<file path="src/hw/rtl/rrg_divider.sv">
// Pipelined restoring divider, one quotient bit per stage.
`default_nettype none
module rrg_divider #(
   parameter int NUM_W = 50,
   parameter int DEN_W = 32,
   parameter int QUO_W = 21
) (
   input  wire logic             clock,
   input  wire logic             enable,
   input  wire logic [NUM_W-1:0] num,
   input  wire logic [DEN_W-1:0] den,
   output      logic [QUO_W-1:0] quotient,
   output      logic             overflow
);

   localparam int CW = NUM_W + DEN_W + QUO_W;

   logic [NUM_W-1:0] rem_ff [QUO_W];
   logic [DEN_W-1:0] den_ff [QUO_W];
   logic [QUO_W-1:0] quo_ff [QUO_W];
   logic             ovf_ff [QUO_W];

   for (genvar j = 0; j < QUO_W; j++) begin : g_stage
      localparam int SH = QUO_W - 1 - j;
      logic [NUM_W-1:0] rem_prev, rem_in;
      logic [DEN_W-1:0] den_prev;
      logic [QUO_W-1:0] quo_prev, quo_in;
      logic             ovf_prev;
      logic [CW-1:0]    trial;
      logic             fits;

      // Stage inputs come from the ports or the previous stage.
      if (j == 0) begin : g_first
         assign rem_prev = num;
         assign den_prev = den;
         assign quo_prev = '0;
         assign ovf_prev = CW'(num) >= (CW'(den) << QUO_W);
      end else begin : g_next
         assign rem_prev = rem_ff[j-1];
         assign den_prev = den_ff[j-1];
         assign quo_prev = quo_ff[j-1];
         assign ovf_prev = ovf_ff[j-1];
      end

      // Try to subtract the shifted divisor and record the quotient bit.
      always_comb begin
         trial  = CW'(den_prev) << SH;
         fits   = CW'(rem_prev) >= trial;
         rem_in = fits ? NUM_W'(CW'(rem_prev) - trial) : rem_prev;
         quo_in = quo_prev;
         quo_in[SH] = fits;
      end

      always_ff @(posedge clock) begin
         if (enable) begin
            rem_ff[j] <= rem_in;
            den_ff[j] <= den_prev;
            quo_ff[j] <= quo_in;
            ovf_ff[j] <= ovf_prev;
         end
      end
   end

   assign quotient = quo_ff[QUO_W-1];
   assign overflow = ovf_ff[QUO_W-1];

endmodule
`default_nettype wire

</file>
<file path="config.mk">
export PLATFORM = sky130hd
export DESIGN_NAME = rrg_divider
export DESIGN_NICKNAME = d
export VERILOG_FILES = /design/src/hw/rtl/rrg_divider.sv
export SDC_FILE = /design/constraint.sdc
export NUM_CORES = 2
export LEC_CHECK = 0
export BUFFER_PORTS_ARGS = -buffer_cell sky130_fd_sc_hd__buf_4
export CAP_MARGIN = 20
export CELL_PAD_IN_SITES_DETAIL_PLACEMENT = 2
export CELL_PAD_IN_SITES_GLOBAL_PLACEMENT = 2
export CORE_ASPECT_RATIO = 0.5
export CORE_MARGIN = 10
export CORE_UTILIZATION = 40
export DETAILED_ROUTE_END_ITERATION = 10
export GPL_TIMING_DRIVEN = 0
export PLACE_DENSITY_LB_ADDON = 0.3
export REMOVE_ABC_BUFFERS = 1
export SETUP_SLACK_MARGIN = 0.02
export SLEW_MARGIN = 20
export SYNTH_ARGS = -nofsm -noshare
export SYNTH_HDL_FRONTEND = slang
export SYNTH_SLANG_ARGS = --single-unit
</file>
<file path="constraint.sdc">
create_clock -name clock -period 3.68 [get_ports clock]
set_input_delay 0.368 -clock clock [delete_from_list [all_inputs] [get_ports clock]]
set_output_delay 0.368 -clock clock [all_outputs]
set_load 0.01 [all_outputs]
</file>
### Yosys cells after proc, flatten, opt, wreduce, memory -nomap -nowiden

Memories as Yosys holds them, arrays and structs flattened.
Index checks and enable logic that the tools add are counted.

* $add $sub $neg: 21
* order comparisons: 22
* muxes and demuxes: 23

Operators by type and width (number)
* $mux W50: 21
* $sub A50 B50 Y50: 3
* $ge A50 B53 Y1: 1
* $ge A50 B52 Y1: 1
* $ge A50 B51 Y1: 1
* $ge A50 B32 Y1: 1
* $ge A50 B33 Y1: 1
* $ge A50 B34 Y1: 1
* $ge A50 B35 Y1: 1
* $ge A50 B36 Y1: 1
* $ge A50 B37 Y1: 1
* $ge A50 B38 Y1: 1
* $ge A50 B39 Y1: 1
* $ge A50 B40 Y1: 1
* $ge A50 B41 Y1: 1
* $ge A50 B42 Y1: 1
* $ge A50 B43 Y1: 1
* $ge A50 B44 Y1: 1
* $ge A50 B45 Y1: 1
* $ge A50 B46 Y1: 1
* $ge A50 B47 Y1: 1
* $ge A50 B48 Y1: 1
* $ge A50 B49 Y1: 1
* $ge A50 B50 Y1: 1
* other kinds (19): 20

* register bits: 0
* memory bits (writable): 2184
* bits of input ports: 84
* logic and storage cells: 70
* memories kept: 4

Memories
* rem_ff: words 21, width 50, read ports 20, clocked after memory_dff 0, write ports 21, line 18 `logic [NUM_W-1:0] rem_ff [QUO_W];`
* den_ff: words 21, width 32, read ports 20, clocked after memory_dff 0, write ports 21, line 19 `logic [DEN_W-1:0] den_ff [QUO_W];`
* quo_ff: words 21, width 21, read ports 21, clocked after memory_dff 0, write ports 21, line 20 `logic [QUO_W-1:0] quo_ff [QUO_W];`
* ovf_ff: words 21, width 1, read ports 21, clocked after memory_dff 0, write ports 21, line 21 `logic ovf_ff [QUO_W];`

### Depth between registers and ports, before layout

An unclocked memory read counts as a cell.

* word-level depth: 3
* gate-level depth with buffers: 16

### Worst setup path after synthesis

No wires, ideal clock.

* path type: register to register
* start point: memory rem_ff[3][16], in the netlist rem_ff[0][166]
* end point: memory rem_ff[4][25], in the netlist rem_ff[0][225], data pin
* data arrival time: 3387 ps
* required time: 3418 ps
* setup slack: 31 ps
* stages on the path, launching flop included: 15
* path buffers: 1
* period minus slack after synthesis: 3649 ps
* cell sequence: edfxtp_1 > inv_1 > ha_1 > inv_1 > fa_1 > a21o_1 > a221oi_2 > o21ai_1 > o31a_1 > a2111o_1 > nand2_1 > o21ai_1 > a31oi_4 > buf_2 > mux2_1

RTL lines (line)
* from (decl): 18

==> flow_metrics.tcl <==
set metrics [dict create \
    maxSlewHeadroom_pct 33.2 \
    post-route-drc-count 0 \
    yosysTopAreaCellShare_pct 54.2 \
    vdd_drop_max_v 0.000479 \
    dr.first_iter.drc_count 4294 \
    cts_inserted_buffers 194 \
    hp-start "enable" \
    fin_area_um2 126000 \
    yosysWarningCount 0 \
    antenna_found_initial 3 \
    drive_gt1_share_pct 15.8 \
    layout-area-overhead-vs-synth_pct 20.1 \
    busiest_layer "met2" \
    ant_nets 0 \
    cts_buffer_depth 4 \
    p_int_uw 59700 \
    fp.dieH_um 382 \
    period_needed_ns 4.00 \
    synth_cell_types 102 \
    p_switching_uw 39300 \
    cts_sinks 1892 \
    max_freq_mhz 250 \
    final_max_slew_viol_count 0 \
    finalHoldViolations 0 \
    cts-root-buf "clkbuf_16" \
    min_path_cells 2 \
    overflow 0 \
    maxCapViolations 0 \
    rows 132 \
    met3_usage_pct 2.56 \
    use_met1_pct 24.9 \
    io_buffers 105 \
    cts_tree "built" \
    totalWireLength_um 362000 \
    path_clk_slew_ns 0.07 \
    skew_ns 0.0873 \
    clk_latency_ns 0.93 \
    start_kind "flop" \
    synth_async_sr_flop_share_pct 0 \
    reg2regPathDepth 18 \
    die_w_um 744 \
    post-route-period-util_pct 109 \
    switching_share_pct 39.7 \
    p_clk_share_pct 20.1 \
    timing.rr.end "rem_ff[0][216]" \
    postSynth.topFlopCell "edfxtp_1" \
    critPathRequiredTime_ns 4.41 \
    pwr-share-seq_pct 34.7 \
    dpl_cell_area_um2 110000 \
    rsz0062_at_grt "yes" \
    syn_area_um2 105000 \
    htree_levels 4 \
    finish.net_count 10790 \
    start_util_pct 40.4 \
    r2r_setup_slack_ns -0.32 \
    fill_cells 25516 \
    grt_pass1_wl_um 510000 \
    worstSetupPathType "reg2reg" \
    post-place-ws_ns -5.59 \
    setup.worst_path.start "rem_ff[0][166]" \
    min_path_type "in2reg" \
    wl_per_cell_um 26.6 \
    synth_edf_count 1892 \
    synth_area_leaders "edfxtp_1 54%, ha_1 8.3%, a21oi_1 3.9%, xnor2_1 3.1%, inv_1 3.0%" \
    cp-end-kind "flop" \
    dieArea_um2 284000 \
    grt_use_met2_pct 42.6 \
    synth-seq-cells 1892 \
    worstMarginPinSlew_ns 0.993 \
    synthCells 9397 \
    vias_per_cell 5.70 \
    synth_top_area_cell "edfxtp_1" \
    io_pins 106 \
    p_comb_share_pct 45.2 \
    ys_seq_area_share_pct 54.2 \
    grt_pass1_vias 84689 \
    status "complete, but fails checks" \
    critPathArrivalTime_ns 4.73 \
    dp_hpwl_um 227000 \
    num_vias 77607 \
    syn_avg_cell_area_um2 11.2 \
    drt_pass1_iterations 5 \
    finalSetupViolCount 204 \
    timing.rr.start "rem_ff[0][166]" \
    grt_use_total_pct 22.6 \
    violations "setup timing" \
    p_leak_uw 0.0495 \
    pwr_density_cell_nw_per_um2 785 \
    fin_ws_ns -0.324 \
    core-area_um2 260000 \
    whs_endpoint "rem_ff[2][171]" \
    cp_max_fo 7 \
    grt_max_degree 83 \
    gp_congestion 0.857 \
]
[area by class of cell]
type,count,area (µm²),share of cell area (%)
Antenna cell,3,7.51,0.00596
Timing Repair Buffer,651,7450,5.91
Tap cell,3484,4360,3.46
Clock buffer,239,5070,4.02
Sequential cell,1892,56800,45.1
Inverter,837,3210,2.54
Multi-Input combinational cell,6409,48200,38.3
Timing Repair inverter,3,37.5,0.0298
Clock inverter,94,861,0.683
[flip-flops by register name (all words and copies together), names as in the netlist]
name	cells
rem_ff	1000
den_ff	640
quo_ff	231
ovf_ff	21
[cells in the mapped netlist (22+ instances only)]
| cell type | number |
|---|---|
| mux2_4 | 27 |
| nand3_1 | 128 |
| o21bai_1 | 89 |
| nand2b_1 | 105 |
| o21a_1 | 97 |
| nor2_1 | 617 |
| ha_1 | 698 |
| nor2b_1 | 91 |
| and3_1 | 62 |
| inv_1 | 833 |
| o21ai_0 | 555 |
| or3_1 | 58 |
| edfxtp_1 | 1892 |
| o31ai_1 | 57 |
| o211ai_1 | 32 |
| nand2_1 | 699 |
| mux2_2 | 78 |
| buf_1 | 23 |
| a21o_1 | 393 |
| buf_2 | 27 |
| a211oi_1 | 73 |
| or2_2 | 26 |
| clkbuf_1 | 219 |
| a21oi_1 | 816 |
| and2_1 | 31 |
| and4_1 | 22 |
| nor3_1 | 145 |
| o31a_1 | 28 |
| xor2_1 | 323 |
| a211o_1 | 28 |
| xnor2_1 | 374 |
| a31oi_1 | 69 |
| or4_1 | 29 |
| nor4_1 | 106 |
| nand4_1 | 151 |
[metal layers]
layer	vias to the layer above	wire, µm	share of wire (%)
li1	35818	-	-
met1	39188	138000	38
met2	1672	190000	53
met3	929	10200	2.8
met4	0	24200	6.7
met5	-	0	0
[worst max-delay path by stage]
stage | end | cells after the start | slack, ns
4_1_cts | rem_ff[0][370] | 11 | -0.14
3_5_place_dp | den_ff[0][30] | 15 | -5.59
5_1_grt | rem_ff[0][216] | 18 | -0.43
2_1_floorplan | rem_ff[1][293] | 11 | -2.55
3_3_place_gp | den_ff[0][30] | 1 | -14.65
6_report | rem_ff[0][216] | 18 | -0.32
[worst max-delay path, cell delays in order (launching register included)]
cell       delay, ns
edfxtp_1        0.45
inv_2           0.13
ha_4            0.16
inv_2           0.04
fa_2            0.36
a21o_1          0.21
a221oi_4        0.34
o21ai_2         0.11
o31a_1          0.34
a2111o_1        0.45
nand2_2         0.11
o21ai_4         0.08
a31oi_4         0.24
clkbuf_16       0.19
buf_12          0.11
buf_6           0.11
clkbuf_16       0.17
nand2_2         0.07
o21ai_1         0.12
[timing repair]
action / CTS / global route
setup endpoints to repair: 1823 / 586
cloned: 51 / 28
buffers inserted: 120 / 242
hold buffers: 86 / 0
endpoints found under the hold margin: 169 / 0
resized for setup: 390 / 619
pin swaps: 98 / 223
[placed cells by master (no fill, tap or decap), drive strengths merged, types with 20 or more instances in the layout]
master       netlist  final
o31ai             57     57
a21oi            816    816
fa                20     20
mux2             117    117
nand4            151    151
xnor2            374    374
a211o             28     31
xor2             323    323
dlygate4sd3        0     85
o21ai            574    574
o211ai            32     32
buf               54    512
ha               698    698
a21o             393    394
a221oi            21     21
nor2b             91     91
inv              837    841
nand2            699    699
or4               32     32
bufbuf             0     32
o21bai            89     89
and4              22     22
or2               27     27
and2              31     31
a31oi             71     72
nor3             147    147
nand2b           105    105
and3              62     63
clkinv             0     72
o31a              28     28
a211oi            76     76
o21a              97     98
clkbuf           219    261
nor4             108    108
nor2             617    617
edfxtp          1892   1892
or3               58     58
nand3            128    128
o221ai            22     22
[per-stage QoR]
| stage | utilization [%] | setup TNS [ns] | total power (µW) | hold slack [ns] | instances |
|---|---|---|---|---|---|
| floorplan | - | -397.96 | 59300 | 0.400 | 9124 |
| global placement | 41.9 | - | 69200 | 0.402 | 12713 |
| detailed placement | 42.3 | -4392.10 | 70900 | 0.405 | 12756 |
| CTS | 46.5 | -8.97 | 93600 | 0.00594 | 13345 |
| global route | 48.5 | -33.59 | 104000 | 0.0102 | 13609 |
| finish | 48.5 | -23.78 | 99000 | 0.0536 | 13612 |
[power groups by stage]
| stage | sequential [µW] | combinational, µW | clock (µW) |
|---|---|---|---|
| 6_report | 34300 | 44700 | 19900 |
| 5_1_grt | 34700 | 48600 | 21100 |
| 4_1_cts | 33900 | 39600 | 20000 |
| 3_5_place_dp | 34300 | 36600 | 0 |
| 3_3_place_gp | 34600 | 34600 | 0 |
| 2_1_floorplan | 32600 | 26700 | 0 |
[kinds of logic (layout without fill, tap and decap cells)]
| logic type | Yosys count | after routing | synth area share (%) |
|---|---|---|---|
| adders and majority gates | 718 | 718 | 8.71 |
| AOI/OAI and AO/OA | 2502 | 2514 | 15.0 |
| other | 0 | 3 | 0 |
| buffers and inverters | 1110 | 1824 | 4.03 |
| and+or+nand+nor | 2356 | 2358 | 10.9 |
| muxes | 122 | 122 | 1.40 |
| DFF | 1892 | 1892 | 54.2 |
| xor gates and xnor gates | 697 | 697 | 5.82 |
No activity file was read; power rests on OpenSTA's default activity.
