--- config.mk ---
export PLATFORM = sky130hd
export DESIGN_NAME = rrg_sqrt
export DESIGN_NICKNAME = d
export VERILOG_FILES = /design/src/hw/rtl/rrg_sqrt.sv
export SDC_FILE = /design/constraint.sdc
export NUM_CORES = 1
export LEC_CHECK = 0
export ABC_AREA = 0
export BUFFER_PORTS_ARGS = -buffer_cell sky130_fd_sc_hd__buf_2
export CAP_MARGIN = 30
export CORE_ASPECT_RATIO = 1.25
export CORE_MARGIN = 4
export CORE_UTILIZATION = 57
export CTS_CLUSTER_DIAMETER = 30
export DETAILED_ROUTE_END_ITERATION = 10
export HOLD_SLACK_MARGIN = 0.03
export PLACE_DENSITY = 0.8
export SLEW_MARGIN = 25
export SYNTH_ARGS = -nofsm -noshare
export SYNTH_HDL_FRONTEND = slang
export SYNTH_SLANG_ARGS = --single-unit
export TNS_END_PERCENT = 50
--- constraint.sdc ---
create_clock -name clock -period 2.94 [get_ports clock]
set_input_delay 0.294 -clock clock [delete_from_list [all_inputs] [get_ports clock]]
set_output_delay 0.294 -clock clock [all_outputs]
set_load 0.01 [all_outputs]
--- src/hw/rtl/rrg_sqrt.sv ---
// Pipelined digit-by-digit integer square root, one result bit per stage.
`default_nettype none
module rrg_sqrt #(
   parameter int IN_W  = 36,
   parameter int OUT_W = 18
) (
   input  wire logic             clock,
   input  wire logic             enable,
   input  wire logic [IN_W-1:0]  radicand,
   output      logic [OUT_W-1:0] root
);

   localparam int ITER = IN_W / 2;

   logic [IN_W-1:0] rem_ff  [ITER];
   logic [IN_W-1:0] root_ff [ITER];

   for (genvar j = 0; j < ITER; j++) begin : g_stage
      localparam int SH = ITER - 1 - j;
      logic [IN_W-1:0] rem_prev, root_prev, rem_in, root_in, bit_val;
      logic [IN_W:0]   trial;
      logic            fits;

      if (j == 0) begin : g_first
         assign rem_prev  = radicand;
         assign root_prev = '0;
      end else begin : g_next
         assign rem_prev  = rem_ff[j-1];
         assign root_prev = root_ff[j-1];
      end

      // Subtract root plus the current bit when it fits.
      always_comb begin
         bit_val = IN_W'(1) << (2 * SH);
         trial   = {1'b0, root_prev} + {1'b0, bit_val};
         fits    = {1'b0, rem_prev} >= trial;
         rem_in  = fits ? IN_W'({1'b0, rem_prev} - trial) : rem_prev;
         root_in = fits ? (root_prev >> 1) + bit_val : (root_prev >> 1);
      end

      always_ff @(posedge clock) begin
         if (enable) begin
            rem_ff[j]  <= rem_in;
            root_ff[j] <= root_in;
         end
      end
   end

   assign root = root_ff[ITER-1][OUT_W-1:0];

endmodule
`default_nettype wire

# After elaboration in Yosys (flattened, before gate mapping)
# Memories as Yosys holds them, arrays and structs flattened.
# Cells that the tools add are included.
[word_totals]
reg_bits = 0
ramBits = 1296
in_bits = 38
out_inout_bits = 18
word_cells = 110
n_memories = 2
[classes]
add_sub_neg = 52
order_cmp = 18
muxes = 38
[memory_table]
columns = ["name", "depth", "width", "read_ports", "rd_clocked_by_memory_dff", "wr", "line_no", "rtl"]
rows = [
  ["rem_ff", 18, 36, 17, 0, 18, "15", "logic [IN_W-1:0] rem_ff [ITER];"],
  ["root_ff", 18, 36, 18, 0, 18, "16", "logic [IN_W-1:0] root_ff [ITER];"],
]
[op_table]
columns = ["op", "n"]
rows = [
  ["$mux W36", 35],
  ["$ge A36 B37 Y1", 17],
  ["$sub A36 B36 Y36", 17],
  ["$add A36 B1 Y37 const B", 1],
  ["$add A36 B11 Y37 const B", 1],
  ["$add A36 B13 Y37 const B", 1],
  ["$add A36 B15 Y37 const B", 1],
  ["$add A36 B17 Y37 const B", 1],
  ["$add A36 B19 Y37 const B", 1],
  ["$add A36 B21 Y37 const B", 1],
  ["$add A36 B23 Y37 const B", 1],
  ["$add A36 B25 Y37 const B", 1],
  ["$add A36 B27 Y37 const B", 1],
  ["$add A36 B29 Y37 const B", 1],
  ["$add A36 B3 Y37 const B", 1],
  ["$add A36 B31 Y37 const B", 1],
  ["$add A36 B33 Y37 const B", 1],
  ["$add A36 B5 Y37 const B", 1],
  ["$add A36 B7 Y37 const B", 1],
  ["$add A36 B9 Y37 const B", 1],
  ["$add A35 B1 Y36 const B", 1],
  ["$add A35 B11 Y36 const B", 1],
  ["$add A35 B13 Y36 const B", 1],
  ["$add A35 B15 Y36 const B", 1],
  ["17 further kinds", 18],
]

# Logic depth before layout (Yosys ltp)
# Gate-level depths: netlist of the first run.
# An unclocked memory read counts as a cell.
[logic_depth]
ltp_word = 4
ltp_mapped = 12
mapped_depth_nobuf = 11

# Worst setup path before layout of the first run
# Ideal clock, no wire load.
[synth_timing]
path_type = "flip-flop to flip-flop"
start = "memory rem_ff[13][11]"
end = "memory rem_ff[14][28] (data pin)"
setup_ps = 271
arrival_time_ps = 2838
required_time_ps = 2669
path_slack_ps = -169
path_stages_with_launch = 11
path_buffers = 1
period_less_slack_ps = 3109
path_cell_list = "edfxtp_1 -> ha_1 -> nand2_1 -> or4_1 -> nor4_2 -> and4b_1 -> and2_4 -> buf_6 -> or4b_4 -> nor4_1 -> xor2_1"
[synth_rtl]
columns = ["element", "line_no"]
rows = [
  ["from (decl)", "15"],
]

==> run metrics, run 1 <==
M2 GR Usage=between 50% and 60%; antenna viol nets, final=0; routed len/inst=about 22 um; post-synth cell types=between 70 and 80; CP cell instances=or4_4 -> or3_4 -> or4_4 -> a311oi_4 -> nand2_2 -> nor2_4 -> buf_6 -> mux2_4; final cell count without fillers=between 4000 and 5000; Die Area=between 60000 and 70000 um2; fin crit share=105%; busiest grt layer=met2; Final Skew=~42 ps; nets@finish=3468; LEAKAGE=17.5 nW; antenna cells=0; share of cells above drive strength 1=between 20% and 30%; Setup crit end kind=flip-flop; IO Port Bufs=55; Synth async-reset ratio=0%; Yosys Warn Count=0; MaxCap Viol Count=0; worst skew pair latency=680 ps; gr ovfl total=0; Synth Register Bits=783; Core ar.=between 60000 and 70000 um2; Starting Density=~58%; Crit path arrival time=between 3000 and 4000 ps; H-tree depth=3; Final setup violation count=38; CP startpoint kind=flip-flop; status=finished, violations left; total number of vias=~25000; detailed placer's ending HPWL=61300 um; cell mode on critical path=or4_4; GRT Overall Usage=26.3%; Synth Net Count=about 3000; failing checks=negative setup slack; initial antenna violation count=0; global-route wire length before repair=139000 um; delay of the slowest critical-path stage=approximately 560 ps; dominant cells by area after synthesis=edfxtp_1 64%, ha_1 6.3%, xor2_1 3.6%; initial drt markers=1783; Max Slew Vio Count=0; I/O pins=56; gpl congestion=0.925; Area growth syn-to-layout=23.5%; Pwr Total=34.8 mW; Num CTS Buffers=between 100 and 150; met3 Resource Use GR=about 3.8%; via/cell ratio=5.96; drt pass-1 iters=6; PD cells=about 770 nW/um2; Hold Path Class=in2reg; Die W=approximately 230 um; CP Max Fanout=4; Slowest cell on crit path=or4_4; CP required=roughly 3400 ps; Clock Path Buffers=3; Hold Slack=106 ps; Hold Fails Final Rpt=0; Mean Syn Cell Area=~13 um2; Worst-path clk slew=~70 ps; placed insts=~3900; Max Fclk=about 330 MHz; worst vdd ir=approximately 0.7 mV; fin crit period=3070 ps; Rel. slew slack=a little over half; Post-Route WL=~92000 um; RSZ-0062 raised after global routing=true; top cell type's share of synthesized area=64.4%; DRC=0; largest net degree at the start of global routing=a little over 100; CTS tree=done; kind of critical path=reg2reg; CTS Sinks=around 780; Die Y=between 200 and 300 um; biggest area consumer among synthesized cells=edfxtp_1; Seq/Total Area, Yosys=about 64%; cell count after synthesis=~2800; clock root buffer=clkbuf_16; vias in the first global route=25900; EDFF count, synth=between 700 and 800; measured slew at the worst slew-check pin=701 ps; # fillers=roughly 3800; row count=103; predominant post-synthesis flop cell=edfxtp_1; Synth Cell Area=36500 um2; setup ws final=-134 ps; met1 GRT Util=approximately a quarter
[what timing repair did]
action	CTS	global route
endpoints found under the hold margin	37	0
hold buffers	37	0
pin swaps	22	37
endpoints found under the setup margin	88	156
gates resized for setup	83	117
buffers inserted	8	19
cloned	2	0
[where the power goes]
part | internal (mW) | switching, mW | total (mW)
clock network | 8.33 | 5.28 | 13.6
logic | 2.69 | 3.48 | 6.17
registers | 14.0 | 1.03 | 15.0
[per-layer routing]
metal,up-vias,share of wire (%),wire (um)
met5,-,0,0
met4,0,8.4,7690
met3,424,5.0,4540
met2,1090,56,51200
met1,12000,31,28100
li1,11400,-,-
[path summary, 6_finish.rpt]
check	slack, ps	startpoint	to	cells after the start
setup / recovery	-130	rem_ff[15][30]$_DFFE_PP_	rem_ff[16][6]$_DFFE_PP_	8
hold / removal	110	enable	rem_ff[1][35]$_DFFE_PP_	1
setup reg to reg	-130	rem_ff[15][30]$_DFFE_PP_	rem_ff[16][6]$_DFFE_PP_	8
hold reg to reg	410	rem_ff[12][1]$_DFFE_PP_	rem_ff[13][1]$_DFFE_PP_	0
[worst max-delay path, delay by kind of cell, from the launching register on]
| family | cells | cell delay (ps) |
|---|---|---|
| simple gates | 5 | 1720 |
| flops | 1 | 390 |
| mux | 1 | 300 |
| compound gates | 1 | 250 |
| buf+inv | 1 | 170 |
[cell usage after synthesis (4+ instances only)]
cell type,number
and4b_1,6
nor2b_1,18
nor4b_1,16
nand3_1,45
nor3b_1,4
o21ai_0,158
and2_1,6
o22ai_1,4
a211oi_1,10
nor2_1,176
a2111oi_0,4
nand2_1,182
o21bai_1,5
nand2b_1,42
a21o_1,46
o211ai_1,10
mux2i_1,8
mux2_2,15
and3_1,8
a211o_1,7
inv_1,220
or4_1,28
edfxtp_1,783
nand4b_1,5
o31a_1,4
o31ai_1,15
o41ai_1,7
nand3b_1,6
nand4_1,35
a21oi_1,146
or3_1,30
a31oi_1,9
nor3_1,95
or2_2,15
nor4_1,91
xor2_1,148
xnor2_1,101
o21a_1,32
ha_1,185
clkbuf_1,30
and4_1,4
[state kept, by name, indices dropped and copies added, names as in the netlist]
signal and flops:
rem_ff 612, root_ff 171
[placed cells by master, fill, tap and decap left out, drive strengths merged, types with 45 or more instances in the layout]
cell type / n
a21o: 46
a21oi: 146
buf: 319
clkbuf: 123
edfxtp: 783
ha: 185
inv: 244
nand2: 182
nand3: 45
nor2: 177
nor3: 95
nor4: 93
o21ai: 158
xnor2: 101
xor2: 148
[kinds of logic after synthesis]
kind of cell	after synthesis	share of synthesized area (%)
XOR/XNOR	249	5.97
adder cells (fa/ha/maj)	185	6.34
AO/OA/AOI/OAI	488	8.13
multiplexers	25	0.764
flip-flops	783	64.4
buffers and inverters	262	2.75
AND/OR/NAND/NOR	822	11.6
[metrics by stage]
stage / instance area (um2) / utilization, % / setup slack [ps] / TNS, ps
2_1_floorplan: 36600 / - / -96.5 / -462
3_3_place_gp: 39700 / 62.7 / -432 / -5560
3_5_place_dp: 39700 / 62.7 / -374 / -9350
4_1_cts: 44400 / 70.1 / -93.7 / -1270
5_1_grt: 45100 / 71.3 / -226 / -6680
6_report: 45100 / 71.3 / -134 / -2100
[layout make-up]
type | instances | area (um2) | share of cell area [%]
Clock buffer | 122 | 2900 | 6.44
Clock inverter | 90 | 973 | 2.16
Inverter | 222 | 833 | 1.85
Multi-Input combinational cell | 1769 | 12900 | 28.7
Sequential cell | 783 | 23500 | 52.1
Tap cell | 840 | 1050 | 2.33
Timing Repair Buffer | 357 | 2900 | 6.42
No activity file was read; power rests on OpenSTA's default activity.
==> inputs of run 2 (changes only) <==
--- a/config.mk
+++ b/config.mk
@@ -5,16 +5,17 @@
 export SDC_FILE = /design/constraint.sdc
 export NUM_CORES = 1
 export LEC_CHECK = 0
-export ABC_AREA = 0
+export ABC_AREA = 1
 export BUFFER_PORTS_ARGS = -buffer_cell sky130_fd_sc_hd__buf_2
 export CAP_MARGIN = 30
 export CORE_ASPECT_RATIO = 1.25
 export CORE_MARGIN = 4
-export CORE_UTILIZATION = 57
+export CORE_UTILIZATION = 58
 export CTS_CLUSTER_DIAMETER = 30
 export DETAILED_ROUTE_END_ITERATION = 10
+export GPL_TIMING_DRIVEN = 0
 export HOLD_SLACK_MARGIN = 0.03
-export PLACE_DENSITY = 0.8
+export PLACE_DENSITY = 0.81
 export SLEW_MARGIN = 25
 export SYNTH_ARGS = -nofsm -noshare
 export SYNTH_HDL_FRONTEND = slang
==> run 2 against run 1 <==
The flow now finishes without violations. Wire length grew 13%. Flip-flop and latch count stayed put. Non-clock buffer count shrank 219. Maximum frequency up 10%. Worst setup slack gained 280 ps. Sequential power hardly changed. Register-to-register slack improved by 280 ps. Count of clock-buffer cells in the layout is 6 higher. Global-route usage up 0.91 points. Via count is 24% higher. Clock skew rose by 53 ps. Sequential share of layout area shrank 3.0 points.
==> run metrics, run 2 <==
CP cell instances=ha_1 -> nand2_1 -> nor3_2 -> nand3_1 -> nor2_2 -> nand3_1 -> nand2_1 -> nor2_8 -> buf_6 -> a21oi_1; Synth Area in Simple Gates=21.5% (+9.9 points); Rel. slew slack=56.0% (+3.1 points); Final Core Density=67.4% (-3.8 points); Yosys Warn Count=0 (unchanged); routed len/inst=18.5 um (-15%); nets@finish=4776 (+38%); CP Max Fanout=10 (+6); Die Y=307 um (+5.7%); initial drt markers=2382 (+34%); fin crit period=2790 ps (-282 ps); count leader, synth=nand2_1; CTS Sinks=783 (unchanged); most common cell after layout, fill and taps aside=nand2_1; biggest area consumer among synthesized cells=edfxtp_1; Pwr Total=36.4 mW (+4.5%); EDFF count, synth=783 (unchanged); Synth top cells by count=1141 x nand2_1, 783 x edfxtp_1, 581 x inv_1, 418 x nor2_1, 218 x nand3_1; top cell type's share of synthesized area=56.5% (-7.9 points); predominant post-synthesis flop cell=edfxtp_1; Synth Register Bits=783 (unchanged); post-synth cell types=54 (-31%); worst skew pair latency=730 ps (+50 ps); Synth Area in Compound Gates=6.67% (-1.5 points); Synth async-reset ratio=0% (unchanged); row count=109 (+5.8%); Num CTS Buffers=118 (+5.4%); CP startpoint kind=flip-flop; mux share of post-synthesis cell area=0.0241% (-0.74 points); worst vdd ir=0.604 mV (-16%); PD cells=761 nW/um2 (-1.4%); largest register by flop count=rem_ff; kind of critical path=reg2reg; fin crit share=94.9% (-9.6 points); MaxCap Viol Count=0 (unchanged); Final Skew=95.2 ps (+52.8 ps); global-route wire length before repair=162000 um (+17%); Max Fclk=358 MHz (+10%); clock root buffer=clkbuf_16; Mean Syn Cell Area=9.61 um2 (-26%); Core ar.=70900 um2 (+12%); CP required=3380 ps (+20 ps); Seq/Total Area, Yosys=56.5% (-7.9 points); vias in the first global route=31100 (+20%); LEAKAGE=20.3 nW (+16%); Setup crit end kind=flip-flop; gr ovfl total=0 (unchanged); measured slew at the worst slew-check pin=654 ps (-47.6 ps); H-tree depth=3 (unchanged); Cell Area, Placed=43300 um2 (+9.1%); Die W=248 um (+5.6%); Slowest cell on crit path=ha_1; # Post-CTS Setup Buffers=0 (-8); GRT Overall Usage=27.2% (+0.91 points); biggest registers after layout=rem_ff: 612 flops, root_ff: 171 flops; xor and xnor area share after synthesis=3.47% (-2.5 points); Die Area=76100 um2 (+12%); Final setup violation count=0 (-100%); CP top delay family=simple AND/OR/NAND/NOR gates; Starting Density=58.7% (+1.0 points); antenna viol nets, final=0 (unchanged); pre-CTS setup slack=4.12 ps (+378 ps); via/cell ratio=5.54 (-7.1%); setup TNS=0 ps (+2100 ps); drt pass-1 iters=6 (unchanged); CTS tree=done; share of cells above drive strength 1=10.1% (-11 points); IO Port Bufs=55 (unchanged); gpl congestion=0.922 (-0.31%); delay of the slowest critical-path stage=430 ps (-130 ps); Synth Area in Adders=5.56% (-0.78 points); initial antenna violation count=0 (unchanged); Synth Cell Area=41600 um2 (+14%); Synth Net Count=4554 (+50%); final cell count without fillers=5600 (+34%); cell count after synthesis=4331 (+54%); Worst-path clk slew=60 ps (about the same); Max Slew Vio Count=0 (unchanged); detailed placer's ending HPWL=76100 um (+24%); Crit path arrival time=3230 ps (-270 ps); placed insts=5338 (+37%); setup ws final=149 ps (+282 ps); Hold Path Class=in2reg; total number of vias=31000 (+24%); I/O pins=56 (unchanged); Non-Filler Cell Area, Final=47800 um2 (+6.0%); RSZ-0062 raised after global routing=false; Post-Route WL=104000 um (+13%); Hold Fails Final Rpt=0 (unchanged); max reg flops=612 (unchanged); Clock Path Buffers=3 (unchanged); largest net degree at the start of global routing=112 (+8.7%); commonest non-fill, non-tap cells in the layout=1141 x nand2_1, 783 x edfxtp_1, 581 x inv_1; WP buf/inv=1 (unchanged); dominant cells by area after synthesis=edfxtp_1 57%, nand2_1 10%, ha_1 5.6%; Hold Slack=266 ps (+159 ps); largest family of logic cells by synthesized area=simple AND/OR/NAND/NOR gates; Area growth syn-to-layout=14.9%; DRC=0 (unchanged); status=finished clean
[run 2: metal layers]
metal | vias to the layer above | GRT usage (%) | share of wire [%] | wire length (um)
li1 | 15100 | - | - | -
met1 | 14500 | 31.0 | 37 | 38400
met2 | 1094 | 49.6 | 52 | 54100
met3 | 331 | 3.33 | 5.0 | 5240
met4 | 0 | 15.0 | 5.8 | 5990
met5 | - | 0 | 0 | 0
[run 2: report_power, final]
group	total, mW	internal, mW	switching (mW)
Combinational	7.15	2.48	4.66
Sequential	15.1	14.1	1.08
Clock	14.1	8.49	5.63
[run 2: layout make-up]
type	count	area (um2)
clock inverters	95	1130
multi-input cells	2915	15500
diodes	1	2.50
plain buffers	36	353
fillers	5286	23100
inverters	597	2240
repair buffers	102	891
well taps	943	1180
clock buffers	128	2990
flip-flops and latches	783	23500
[run 2: worst paths after layout]
kind | end | cells after the start | startpoint | slack, ps
setup / recovery | rem_ff[10][31]$_DFFE_PP_ | 10 | rem_ff[9][18]$_DFFE_PP_ | 150
hold / removal | rem_ff[0][12]$_DFFE_PP_ | 2 | radicand[12] | 270
hold reg to reg | root_ff[11][18]$_DFFE_PP_ | 0 | root_ff[10][19]$_DFFE_PP_ | 410
setup reg to reg | rem_ff[10][31]$_DFFE_PP_ | 10 | rem_ff[9][18]$_DFFE_PP_ | 150
[run 2: kinds of logic after synthesis]
| logic type | Yosys count |
|---|---|
| AO/OA/AOI/OAI | 474 |
| flip-flops | 783 |
| adder cells (fa/ha/maj) | 185 |
| buffers and inverters | 633 |
| multiplexers | 1 |
| XOR/XNOR | 164 |
| AND/OR/NAND/NOR | 2091 |
[run 2: repair_timing]
item                       CTS  global route
setup endpoints to repair    8             7
gates resized for setup      1             1
hold buffers                38             0
pin swaps                    0             0
hold endpoints to repair    65             0
